File: config.mk
export PLATFORM = sky130hd
export DESIGN_NAME = stepper_ramp_pwm_rate_generator_top
export DESIGN_NICKNAME = d
export VERILOG_FILES = /design/src/rtl/srpg_pkg.sv /design/src/rtl/srpg_div.sv /design/src/rtl/srpg_ramp.sv /design/src/rtl/stepper_ramp_pwm_rate_generator_top.sv
export SDC_FILE = /design/constraint.sdc
export NUM_CORES = 1
export LEC_CHECK = 0
export ABC_AREA = 1
export BUFFER_PORTS_ARGS = -buffer_cell sky130_fd_sc_hd__buf_2
export CORE_MARGIN = 4
export CORE_UTILIZATION = 55
export DETAILED_ROUTE_END_ITERATION = 10
export HOLD_SLACK_MARGIN = 0.06
export PLACE_DENSITY = 0.73
export SYNTH_ARGS = -nofsm -noshare
export SYNTH_HDL_FRONTEND = slang
export SYNTH_HIERARCHICAL = 1
export SYNTH_SLANG_ARGS = --single-unit
File: constraint.sdc
create_clock -name clk -period 15.6 [get_ports clk]
set_clock_uncertainty 0.05 [all_clocks]
set_input_delay 0.78 -clock clk [delete_from_list [all_inputs] [get_ports clk]]
set_output_delay 0.78 -clock clk [all_outputs]
set_load 0.05 [all_outputs]
File: src/rtl/srpg_pkg.sv
`default_nettype none
// ----------------------------------------------------------------------------
// srpg_pkg
// Shared types and constants for the stepper ramp / PWM rate generator.
// ----------------------------------------------------------------------------
package srpg_pkg;

    localparam int DIV_FRAC_BITS_DEF = 4;
    localparam int CLK_W             = 28;
    localparam int DIVISOR_W         = 32;
    localparam int DIV_INT_MAX       = 255;
    localparam int WRAP_MIN          = 10;
    localparam int WRAP_MAX          = 65535;

    typedef enum logic [1:0] {
        OP_START = 2'd0,
        OP_TICK  = 2'd1,
        OP_STOP  = 2'd2
    } opcode_t;

    typedef enum logic [1:0] {
        REG_MAX_RATE      = 2'd0,
        REG_RAMP_STEP     = 2'd1,
        REG_RAMP_INTERVAL = 2'd2,
        REG_SYS_CLOCK     = 2'd3
    } reg_index_t;

    // opcode sits in the lowest bits
    typedef struct packed {
        logic        forward;
        logic [15:0] requested_rate;
        logic [31:0] now_ms;
        logic [1:0]  opcode;
    } item_t;

    typedef struct packed {
        logic [15:0] max_rate;
        logic [15:0] ramp_step;
        logic [15:0] ramp_interval_ms;
    } ramp_cfg_t;

    typedef struct packed {
        logic [15:0] rate;
        logic        direction;
        logic        reprog;
    } ramp_status_t;

endpackage : srpg_pkg
`default_nettype wire

File: src/rtl/srpg_div.sv
`default_nettype none
// ----------------------------------------------------------------------------
// srpg_div
// Restoring unsigned divider, one quotient bit per cycle.
// ----------------------------------------------------------------------------
module srpg_div #(
    parameter int DIVIDEND_W = 32,
    parameter int DIVISOR_W  = 32
) (
    input  wire logic                  clk,
    input  wire logic                  rst_n,
    input  wire logic                  start,
    input  wire logic [DIVIDEND_W-1:0] dividend,
    input  wire logic [DIVISOR_W-1:0]  divisor,
    output logic                       done,
    output logic [DIVIDEND_W-1:0]      quotient
);

    localparam int CNT_W = $clog2(DIVIDEND_W);

    logic                  busy_reg;
    logic                  done_reg;
    logic [CNT_W-1:0]      cnt_reg;
    logic [DIVISOR_W-1:0]  den_reg;
    logic [DIVISOR_W-1:0]  rem_reg;
    logic [DIVIDEND_W-1:0] quo_reg;

    logic [DIVISOR_W:0]    shifted;
    logic [DIVISOR_W+1:0]  diff;
    logic                  ge;

    always_comb
    begin
        shifted = {rem_reg, quo_reg[DIVIDEND_W-1]};
        diff    = {1'b0, shifted} - {2'b00, den_reg};
        ge      = ~diff[DIVISOR_W+1];
    end

    always_ff @(posedge clk or negedge rst_n)
    begin
        if (!rst_n)
        begin
            busy_reg <= 1'b0;
            done_reg <= 1'b0;
            cnt_reg  <= '0;
        end
        else
        begin
            done_reg <= 1'b0;
            if (start)
            begin
                busy_reg <= 1'b1;
                cnt_reg  <= '0;
            end
            else if (busy_reg)
            begin
                cnt_reg <= cnt_reg + CNT_W'(1);
                if (cnt_reg == CNT_W'(DIVIDEND_W - 1))
                begin
                    busy_reg <= 1'b0;
                    done_reg <= 1'b1;
                end
            end
        end
    end

    // quo_reg shifts the dividend out at the top and the quotient in below
    always_ff @(posedge clk)
    begin
        if (start)
        begin
            den_reg <= divisor;
            rem_reg <= '0;
            quo_reg <= dividend;
        end
        else if (busy_reg)
        begin
            rem_reg <= ge ? diff[DIVISOR_W-1:0] : shifted[DIVISOR_W-1:0];
            quo_reg <= {quo_reg[DIVIDEND_W-2:0], ge};
        end
    end

    assign done     = done_reg;
    assign quotient = quo_reg;

endmodule : srpg_div
`default_nettype wire

File: src/rtl/srpg_ramp.sv
`default_nettype none
// ----------------------------------------------------------------------------
// srpg_ramp
// Ramp state: start, tick and stop handling of the step rate.
// ----------------------------------------------------------------------------
module srpg_ramp (
    input  wire logic                 clk,
    input  wire logic                 rst_n,
    input  wire logic                 accept,
    input  wire srpg_pkg::item_t      item,
    input  wire srpg_pkg::ramp_cfg_t  cfg,
    output srpg_pkg::ramp_status_t    status
);

    import srpg_pkg::*;

    logic        running_reg;
    logic [15:0] cur_reg;
    logic [15:0] tgt_reg;
    logic [31:0] last_reg;
    logic        dir_reg;
    logic        reprog_reg;

    logic [15:0] req_clamp;
    logic [15:0] step_clamp;
    logic [15:0] start_rate;
    logic [31:0] elapsed;
    logic        due;
    logic [16:0] sum;
    logic [15:0] tick_rate;
    logic        can_tick;

    always_comb
    begin
        req_clamp  = (item.requested_rate < cfg.max_rate) ? item.requested_rate : cfg.max_rate;
        step_clamp = (cfg.ramp_step < cfg.max_rate) ? cfg.ramp_step : cfg.max_rate;
        start_rate = (step_clamp > req_clamp) ? req_clamp : step_clamp;
        // signed reading of the wrapped difference
        elapsed    = item.now_ms - last_reg;
        due        = ~elapsed[31] && (elapsed >= {16'd0, cfg.ramp_interval_ms});
        sum        = {1'b0, cur_reg} + {1'b0, cfg.ramp_step};
        tick_rate  = (sum > {1'b0, tgt_reg}) ? tgt_reg : sum[15:0];
        can_tick   = running_reg && (cur_reg < tgt_reg) && due;
    end

    always_ff @(posedge clk or negedge rst_n)
    begin
        if (!rst_n)
        begin
            running_reg <= 1'b0;
            cur_reg     <= '0;
            tgt_reg     <= '0;
            last_reg    <= '0;
            dir_reg     <= 1'b0;
            reprog_reg  <= 1'b0;
        end
        else if (accept)
        begin
            case (opcode_t'(item.opcode))
                OP_START:
                begin
                    running_reg <= 1'b1;
                    dir_reg     <= item.forward;
                    tgt_reg     <= req_clamp;
                    cur_reg     <= start_rate;
                    last_reg    <= item.now_ms;
                    reprog_reg  <= 1'b1;
                end
                OP_TICK:
                begin
                    reprog_reg <= can_tick;
                    if (can_tick)
                    begin
                        cur_reg  <= tick_rate;
                        last_reg <= item.now_ms;
                    end
                end
                OP_STOP:
                begin
                    running_reg <= 1'b0;
                    cur_reg     <= '0;
                    tgt_reg     <= '0;
                    reprog_reg  <= 1'b1;
                end
                default:
                begin
                    reprog_reg <= 1'b0;
                end
            endcase
        end
    end

    assign status.rate      = cur_reg;
    assign status.direction = dir_reg;
    assign status.reprog    = reprog_reg;

endmodule : srpg_ramp
`default_nettype wire

File: src/rtl/stepper_ramp_pwm_rate_generator_top.sv
`default_nettype none
// ----------------------------------------------------------------------------
// stepper_ramp_pwm_rate_generator_top
// Linear speed ramp for one stepper, turned into PWM divider/wrap/compare.
// ----------------------------------------------------------------------------
// Usage:
//   s_* carries one request per item (opcode, ms timestamp, target rate,
//   direction); m_* returns exactly one result per request with the PWM
//   settings for the rate left after that request.
//   cfg_we/cfg_addr/cfg_wdata write max_rate, ramp_step, ramp_interval_ms and
//   system_clock_hz; write only while no request is in flight.
//   One request at a time: s_tready is low from acceptance until the result
//   is loaded into the output register. Both PWM values come out of one
//   shared bit-serial divider, first the clock divider and then the counter
//   wrap, with a multiply between the two. A zero rate skips the divider.
//   If the receiver stalls, the result waits in the output register; the
//   next request is still accepted and its result waits until taken.
//   Reset loads the register defaults, stops the ramp and empties the output.
// ----------------------------------------------------------------------------
module stepper_ramp_pwm_rate_generator_top #(
    parameter int DIV_FRAC_BITS = srpg_pkg::DIV_FRAC_BITS_DEF
) (
    input  wire logic        clk,
    input  wire logic        rst_n,
    input  wire logic        cfg_we,
    input  wire logic [1:0]  cfg_addr,
    input  wire logic [27:0] cfg_wdata,
    input  wire logic        s_tvalid,
    output logic             s_tready,
    // opcode[1:0], now_ms[33:2], requested_rate[49:34], forward[50], zero pad
    input  wire logic [55:0] s_tdata,
    output logic             m_tvalid,
    input  wire logic        m_tready,
    // pwm_enable[0], clock_divider[12:1], counter_wrap[28:13],
    // compare_level[43:29], present_rate[59:44], direction_out[60],
    // reprogrammed[61], zero pad
    output logic [63:0]      m_tdata
);

    import srpg_pkg::*;

    localparam int DW       = CLK_W + DIV_FRAC_BITS;
    localparam int DIVW     = 8 + DIV_FRAC_BITS;
    localparam int ONE      = 1 << DIV_FRAC_BITS;
    localparam int DIV_MAX  = DIV_INT_MAX * ONE;

    typedef enum logic [2:0] {
        ST_IDLE,
        ST_PREP,
        ST_DIV1,
        ST_MUL,
        ST_LAUNCH2,
        ST_DIV2,
        ST_DONE
    } state_t;

    state_t state_reg;

    logic [15:0] max_rate_reg;
    logic [15:0] ramp_step_reg;
    logic [15:0] ramp_interval_reg;
    logic [27:0] sys_clock_reg;

    logic [15:0]      eff_reg;
    logic             zero_reg;
    logic [DIVW-1:0]  div_reg;
    logic [31:0]      prod_reg;
    logic             m_tvalid_reg;
    logic [63:0]      m_tdata_reg;

    item_t        item;
    ramp_cfg_t    ramp_cfg;
    ramp_status_t ramp_st;
    logic         accept;

    logic [15:0]          eff_c;
    logic                 div_start;
    logic [DW-1:0]        dividend;
    logic [DIVISOR_W-1:0] divisor;
    logic                 div_done;
    logic [DW-1:0]        quo;

    logic [DIVW-1:0] div_clamped;
    logic [DW-1:0]   quo_m1;
    logic [15:0]     wrap_c;
    logic [31:0]     div_ext;

    assign item     = item_t'(s_tdata[50:0]);
    assign s_tready = (state_reg == ST_IDLE);
    assign accept   = s_tvalid && s_tready;

    assign ramp_cfg.max_rate         = max_rate_reg;
    assign ramp_cfg.ramp_step        = ramp_step_reg;
    assign ramp_cfg.ramp_interval_ms = ramp_interval_reg;

    // configuration registers
    always_ff @(posedge clk or negedge rst_n)
    begin
        if (!rst_n)
        begin
            max_rate_reg      <= 16'd65535;
            ramp_step_reg     <= 16'd100;
            ramp_interval_reg <= 16'd10;
            sys_clock_reg     <= 28'd125000000;
        end
        else if (cfg_we)
        begin
            case (reg_index_t'(cfg_addr))
                REG_MAX_RATE:      max_rate_reg      <= cfg_wdata[15:0];
                REG_RAMP_STEP:     ramp_step_reg     <= cfg_wdata[15:0];
                REG_RAMP_INTERVAL: ramp_interval_reg <= cfg_wdata[15:0];
                REG_SYS_CLOCK:     sys_clock_reg     <= cfg_wdata;
                default:           max_rate_reg      <= max_rate_reg;
            endcase
        end
    end

    srpg_ramp u_ramp (
        .clk    (clk),
        .rst_n  (rst_n),
        .accept (accept),
        .item   (item),
        .cfg    (ramp_cfg),
        .status (ramp_st)
    );

    srpg_div #(
        .DIVIDEND_W (DW),
        .DIVISOR_W  (DIVISOR_W)
    ) u_div (
        .clk      (clk),
        .rst_n    (rst_n),
        .start    (div_start),
        .dividend (dividend),
        .divisor  (divisor),
        .done     (div_done),
        .quotient (quo)
    );

    always_comb
    begin
        eff_c     = (ramp_st.rate < max_rate_reg) ? ramp_st.rate : max_rate_reg;
        div_start = ((state_reg == ST_PREP) && (eff_c != 16'd0)) || (state_reg == ST_LAUNCH2);
        dividend  = DW'(sys_clock_reg) << DIV_FRAC_BITS;
        // rate * 65535 as a shift and subtract
        if (state_reg == ST_LAUNCH2)
            divisor = prod_reg;
        else
            divisor = {eff_c, 16'd0} - {16'd0, eff_c};

        if (quo < DW'(ONE))
            div_clamped = DIVW'(ONE);
        else if (quo > DW'(DIV_MAX))
            div_clamped = DIVW'(DIV_MAX);
        else
            div_clamped = quo[DIVW-1:0];

        quo_m1 = quo - DW'(1);
        if (quo < DW'(WRAP_MIN + 1))
            wrap_c = 16'(WRAP_MIN);
        else if (quo_m1 > DW'(WRAP_MAX))
            wrap_c = 16'(WRAP_MAX);
        else
            wrap_c = quo_m1[15:0];

        div_ext = 32'(div_reg);
    end

    always_ff @(posedge clk or negedge rst_n)
    begin
        if (!rst_n)
        begin
            state_reg    <= ST_IDLE;
            m_tvalid_reg <= 1'b0;
        end
        else
        begin
            // in ST_DONE the output register is handled by that state alone
            if (m_tvalid_reg && m_tready && (state_reg != ST_DONE))
                m_tvalid_reg <= 1'b0;
            case (state_reg)
                ST_IDLE:
                begin
                    if (accept)
                        state_reg <= ST_PREP;
                end
                ST_PREP:
                begin
                    eff_reg  <= eff_c;
                    zero_reg <= (eff_c == 16'd0);
                    state_reg <= (eff_c == 16'd0) ? ST_DONE : ST_DIV1;
                end
                ST_DIV1:
                begin
                    if (div_done)
                    begin
                        div_reg   <= div_clamped;
                        state_reg <= ST_MUL;
                    end
                end
                ST_MUL:
                begin
                    prod_reg  <= 32'(div_reg) * 32'(eff_reg);
                    state_reg <= ST_LAUNCH2;
                end
                ST_LAUNCH2:
                begin
                    state_reg <= ST_DIV2;
                end
                ST_DIV2:
                begin
                    if (div_done)
                        state_reg <= ST_DONE;
                end
                ST_DONE:
                begin
                    if (!m_tvalid_reg || m_tready)
                    begin
                        m_tvalid_reg <= 1'b1;
                        if (zero_reg)
                            m_tdata_reg <= {2'b00, ramp_st.reprog, ramp_st.direction,
                                            ramp_st.rate, 15'd0, 16'd0, 12'd0, 1'b0};
                        else
                            m_tdata_reg <= {2'b00, ramp_st.reprog, ramp_st.direction,
                                            ramp_st.rate, wrap_c[15:1], wrap_c,
                                            div_ext[11:0], 1'b1};
                        state_reg <= ST_IDLE;
                    end
                end
                default:
                begin
                    state_reg <= ST_IDLE;
                end
            endcase
        end
    end

    assign m_tvalid = m_tvalid_reg;
    assign m_tdata  = m_tdata_reg;

`ifndef ASSERT_OFF
    a_one_at_a_time: assert property (@(posedge clk) disable iff (!rst_n)
        (s_tvalid && s_tready) |=> !s_tready)
        else $error("request accepted while another is in flight");

    a_compare_half_wrap: assert property (@(posedge clk) disable iff (!rst_n)
        (m_tvalid && m_tdata[0]) |->
            (m_tdata[43:29] == m_tdata[28:14]) && (m_tdata[28:13] >= 16'd10))
        else $error("compare level or wrap out of line with each other");

    a_disabled_zero: assert property (@(posedge clk) disable iff (!rst_n)
        (m_tvalid && !m_tdata[0]) |-> (m_tdata[43:1] == 43'd0))
        else $error("PWM settings non-zero while output disabled");
`endif

endmodule : stepper_ramp_pwm_rate_generator_top
`default_nettype wire

Word level (Yosys, flattened, before mapping)

Index checks and enable logic that the tools add are counted.
Widths: inputs -> output; s select.

Register bits after elaboration: 369
Input port bits: 91

Add/subtract/negate cells: 6
$mul: 1
Magnitude comparators: 11
Equal/unequal tests: 18
Multiplexer cells: 37
Bitwise gates (word level): 2
Reductions and logical operators: 35

Operator list:

| operator              | count |
|---|---|
| $mux 16               | 8 |
| $mux 32               | 4 |
| $lt 16x16->1          | 4 |
| $pmux 32 s2           | 1 |
| $pmux 16 s3           | 1 |
| $sub 33x32->34        | 1 |
| $ge 32x16->1          | 1 |
| $gt 32x12->1 const B  | 1 |
| $gt 32x16->1 const B  | 1 |
| $lt 32x4->1 const B   | 1 |
| $lt 32x5->1 const B   | 1 |
| $pmux 16 s2           | 1 |
| $sub 32x1->32 const B | 1 |
| $sub 32x16->32        | 1 |
| $sub 32x32->32        | 1 |
| $mul 12x16->28        | 1 |
| $mux 28               | 1 |
| $pmux 3 s7            | 1 |
| $add 16x16->17        | 1 |
| $gt 17x16->1          | 1 |
| $gt 16x16->1          | 1 |
| $logic_not 16->1      | 1 |
| $reduce_and 2->1      | 8 |
| $reduce_bool 16->1    | 1 |
| 26 further kinds      | 66 |

Depth between registers and ports, before layout

Depth after elaboration: 6
Mapped depth: 29
Mapped depth without buffers: 28

Modules after synthesis

The synthesis kept the hierarchy.

By module, submodules not included:

| module                              | instances | cells each | area each (um^2) | sequential area each (um^2) |
|---|---|---|---|---|
| stepper_ramp_pwm_rate_generator_top | 1         | 1866       | 15618.7          | 5167.5 |
| srpg_ramp                           | 1         | 1444       | 9057.4           | 1676.6 |
| srpg_div                            | 1         | 979        | 6837.8           | 2737.6 |

Worst setup path before layout

OpenSTA, ideal clock, no wires.

Path kind: flip-flop to flip-flop
Start: reg max_rate_reg[9]
End: reg u_div.quo_reg[0] (netlist: u_div/quotient[0]) (enable)
Setup time: 0.409 ns
Data arrival time: 6.372 ns
Setup slack: 8.769 ns
Stages on the path, launching flop included: 18
Period minus slack after synthesis: 6.831 ns
Cells stage by stage: dfstp_2 inv_1 ha_1 a21oi_1 o21ai_1 a21oi_4 nand3_1 nand2_1 inv_1 ha_1 nand2_1 nor2_1 nand3_4 nor2_4 o21ai_0 nor2_1 inv_1 clkbuf_1

Cells in the longest elaborated chain, start to end: 5

RTL lines:

| what                   | line                                       | RTL |
|---|---|---|
| start, declared        | stepper_ramp_pwm_rate_generator_top.sv:59  | `logic [15:0] max_rate_reg;` |
| start signal, assigned | stepper_ramp_pwm_rate_generator_top.sv:109 | `REG_MAX_RATE: max_rate_reg <= cfg_wdata[15:0];` |
| start signal, assigned | stepper_ramp_pwm_rate_generator_top.sv:113 | `default: max_rate_reg <= max_rate_reg;` |
| $lt 16x16->1           | stepper_ramp_pwm_rate_generator_top.sv:142 | `eff_c = (ramp_st.rate < max_rate_reg) ? ramp_st.rate : max_rate_reg;` |
| $mux 16                | stepper_ramp_pwm_rate_generator_top.sv:142 |  |
| named net eff_c[0]     | stepper_ramp_pwm_rate_generator_top.sv:76  | `logic [15:0] eff_c;` |
| $reduce_bool 16->1     | stepper_ramp_pwm_rate_generator_top.sv:143 | `div_start = ((state_reg == ST_PREP) && (eff_c != 16'd0)) \|\| (state_reg == ST_LAUNCH2);` |
| $logic_and 1x1->1      | stepper_ramp_pwm_rate_generator_top.sv:143 |  |
| $logic_or 1x1->1       | stepper_ramp_pwm_rate_generator_top.sv:143 |  |
| named net div_start    | stepper_ramp_pwm_rate_generator_top.sv:77  | `logic div_start;` |
| end signal, assigned   | srpg_div.sv:74                             | `quo_reg <= dividend;` |
| end signal, assigned   | srpg_div.sv:79                             | `quo_reg <= {quo_reg[DIVIDEND_W-2:0], ge};` |
| end, declared          | srpg_div.sv:26                             | `logic [DIVIDEND_W-1:0] quo_reg;` |

The timed path passes the listed nets, and every way through them passes these cells.
A chain may end at the register's enable or synchronous reset.

Worst setup path in the final report

Start: reg div_reg[5]
End: reg prod_reg[21], data pin

Cells in the longest elaborated chain, start to end: 1

RTL lines:

| what                   | line                                       | RTL |
|---|---|---|
| start, declared        | stepper_ramp_pwm_rate_generator_top.sv:66  | `logic [DIVW-1:0] div_reg;` |
| start signal, assigned | stepper_ramp_pwm_rate_generator_top.sv:197 | `div_reg <= div_clamped;` |
| $mul 12x16->28         | stepper_ramp_pwm_rate_generator_top.sv:203 | `prod_reg <= 32'(div_reg) * 32'(eff_reg);` |
| end signal, assigned   | stepper_ramp_pwm_rate_generator_top.sv:203 |  |
| end, declared          | stepper_ramp_pwm_rate_generator_top.sv:67  | `logic [31:0] prod_reg;` |

Every way passes these cells.

==> run metrics <==
outcome completed; crit-path max cell delay just under 1000 ps; Synth cell types 62; CTS buffer count between 40 and 50; Die Y between 200 and 250 um; syn avg cell area between 7 and 8 um2; Slowest-stage cell, CP edfxtp_1; Arr. time, crit path between 6000 and 7000 ps; Worst setup SP type flop; CTS Sinks between 300 and 400; DRT iter0 DRCs 2,164; DRT Pass-1 Iters 6; critical-path maximum fanout 17; die area approximately 60,000 um2; overall global routing resource usage ~28%; Via density 5.317; chip width around 250 um; Worst Setup Path Type reg -> reg; post-DP HPWL between 60,000 and 70,000 um; area of the core around 57,000 um2; GR peak layer met2; Least-Margin Pin Slew ~1200 ps; total gr overflow 0; CTS Root Cell clkbuf_16; final setup vio count 0; diode count 0; Ports 157; CP Depth 18; ys flop type edfxtp_1; WHS a little under 100 ps; clock slew at reported path FFs around 60 ps; Slew Limit Fails 0; CTS tree yes; layout cells sized above 1 8.922%; max_slew headroom a little over a fifth; mapped cell area approximately 32,000 um2; WP data required 15,860 ps; met2 usage between 40% and 50%; antenna violations before repair 1; GPL Wtd Cong 0.9409; Buf/Inv on CP 3; Post-Route WL 85,940 um; fmax 163.7 MHz; RSZ-0062 raised after global routing false; final hold vios 0; H-tree levels 2; Final period util 39.16%; worst hold path type in -> async; Initial Util between 50 and 60%; via count roughly 27,000; max reg flops between 40 and 50; row count 87; I/O Buffers between 100 and 150; largest net degree at the start of global routing slightly below 70; hold buffers post-CTS 0; first-pass GRT wire length approximately 140,000 um; worst r2r path cells 18; Crit path max-delay family adder cells; P&R area growth vs syn 8.274%; minimum clock period between 6000 and 7000 ps; Antenna Nets Post-Route 0; vias in the first global route about 26,000; CP cell instances nand2_1 -> fa_1 -> fa_1 -> inv_1 -> ha_1 -> fa_1 -> inv_1 -> fa_1 -> inv_1 -> ha_1 -> a21o_1 -> a21oi_1 -> o21ai_1 -> a21boi_0 -> o21ai_0 -> a21boi_1 -> o21ai_0 -> xor2_1; drt drc 0; TNS Setup 0 ps; Bufs on Longest Clock Path 3; Post-CTS Setup Repair Bufs 0; flops & latches, synth around 350; max_cap viols 0; capturing element type of the critical path flop; DR WL/cell about 17 um; GRT met3 Usage under 10%; met1 GRT Util 38.47%; post-synthesis async set-or-reset flop share a little over two fifths; synthesized instance count between 4,000 and 5,000; Ys Warns 6; most used cell, CP fa_1; worst-skew pair later-pin latency about 580 ps; Nets roughly 5,000; Post-synth EDFFs 168; CTS resizes 0; register area share after synthesis 30.40%
-- layout make-up --
cell class	instances	area (um2)
Clock buffer	49	1099
Tap cell	756	945.9
Clock inverter	29	319.1
Fill cell	5329	22480
Inverter	799	2999
Sequential cell	354	9582
Timing Repair Buffer	171	917.1
Multi-Input combinational cell	3003	18260
-- placed cells by master (no fill, tap or decap), drive strengths merged, types with 138 or more instances in the layout --
cell / netlist / final
a21oi: 138 / 138
buf: 51 / 171
edfxtp: 168 / 168
fa: 143 / 143
ha: 263 / 263
inv: 798 / 803
nand2: 1393 / 1393
nand3: 315 / 315
nor2: 258 / 258
o21ai: 157 / 157
-- path summary, 6_finish.rpt --
path	end	start	slack, ps
min reg2reg	u_div/rem_reg[22]	u_div/rem_reg[22]	420
max	prod_reg[21]	div_reg[5]	9490
min	u_ramp/tgt_reg[0]	rst_n	100
min in group clk	sys_clock_reg[18]	cfg_wdata[18]	380
max reg2reg	prod_reg[21]	div_reg[5]	9490
max in group asynchronous	u_ramp/last_reg[18]	rst_n	14090
-- synthesized netlist by cell type, types with 5 or more instances --
| library cell | count | share of area (%) |
|---|---|---|
| nand2_1 | 1358 | 16 |
| inv_1 | 786 | 9.4 |
| nand3_1 | 306 | 4.9 |
| ha_1 | 263 | 10 |
| nor2_1 | 226 | 2.7 |
| edfxtp_1 | 168 | 16 |
| fa_1 | 143 | 9.1 |
| a21oi_1 | 135 | 2.1 |
| o21ai_0 | 127 | 2.0 |
| dfrtp_1 | 120 | 9.5 |
| clkbuf_1 | 87 | 1.0 |
| xor2_1 | 63 | 1.8 |
| nand4_1 | 36 | 0.71 |
| dfstp_2 | 34 | 2.8 |
| xnor2_1 | 34 | 0.94 |
| nor3_1 | 33 | 0.52 |
| dfxtp_1 | 32 | 2.0 |
| nand2_2 | 30 | 0.60 |
| buf_4 | 29 | 0.69 |
| nand3b_1 | 28 | 0.67 |
| o21ai_1 | 26 | 0.41 |
| and2_1 | 22 | 0.44 |
| nor2_2 | 22 | 0.44 |
| o211ai_1 | 20 | 0.48 |
| o22ai_1 | 15 | 0.30 |
| inv_2 | 12 | 0.14 |
| mux2_2 | 12 | 0.43 |
| buf_2 | 11 | 0.17 |
| nor4_1 | 11 | 0.22 |
| buf_6 | 10 | 0.36 |
| nor2_4 | 9 | 0.32 |
| nand3_2 | 8 | 0.25 |
| a31oi_1 | 7 | 0.14 |
| o21bai_1 | 7 | 0.17 |
| a21o_1 | 6 | 0.14 |
| nand2_4 | 5 | 0.18 |
-- per-stage QoR --
step           instance area, um2  setup WS, ps  util [%]  instances
2_1_floorplan               31530          8769         -       4294
3_3_place_gp                32700          9697     57.78       5083
3_5_place_dp                32700          9609     57.78       5083
4_1_cts                     34120          9554     60.28       5161
5_1_grt                     34120          9162     60.28       5161
6_report                    34120          9490     60.28       5161
-- layer usage --
metal  up-vias  part of all wire [%]
met5         -                 0.015
met1     12830                    43
li1      13570                     -
met4         2                   3.7
met3       169                   6.6
met2       872                    46
-- cell families after synthesis --
group	synth area share (%)
AOI/OAI and AO/OA	6.547
xor gates and xnor gates	2.696
adders and majority gates	19.53
buffers and inverters	11.79
DFF	30.40
muxes	0.4288
other	0.01190
and+or+nand+nor	28.60
Power is not shown: default switching activity piles up to over one toggle a cycle in this logic, so the estimate is an artifact.
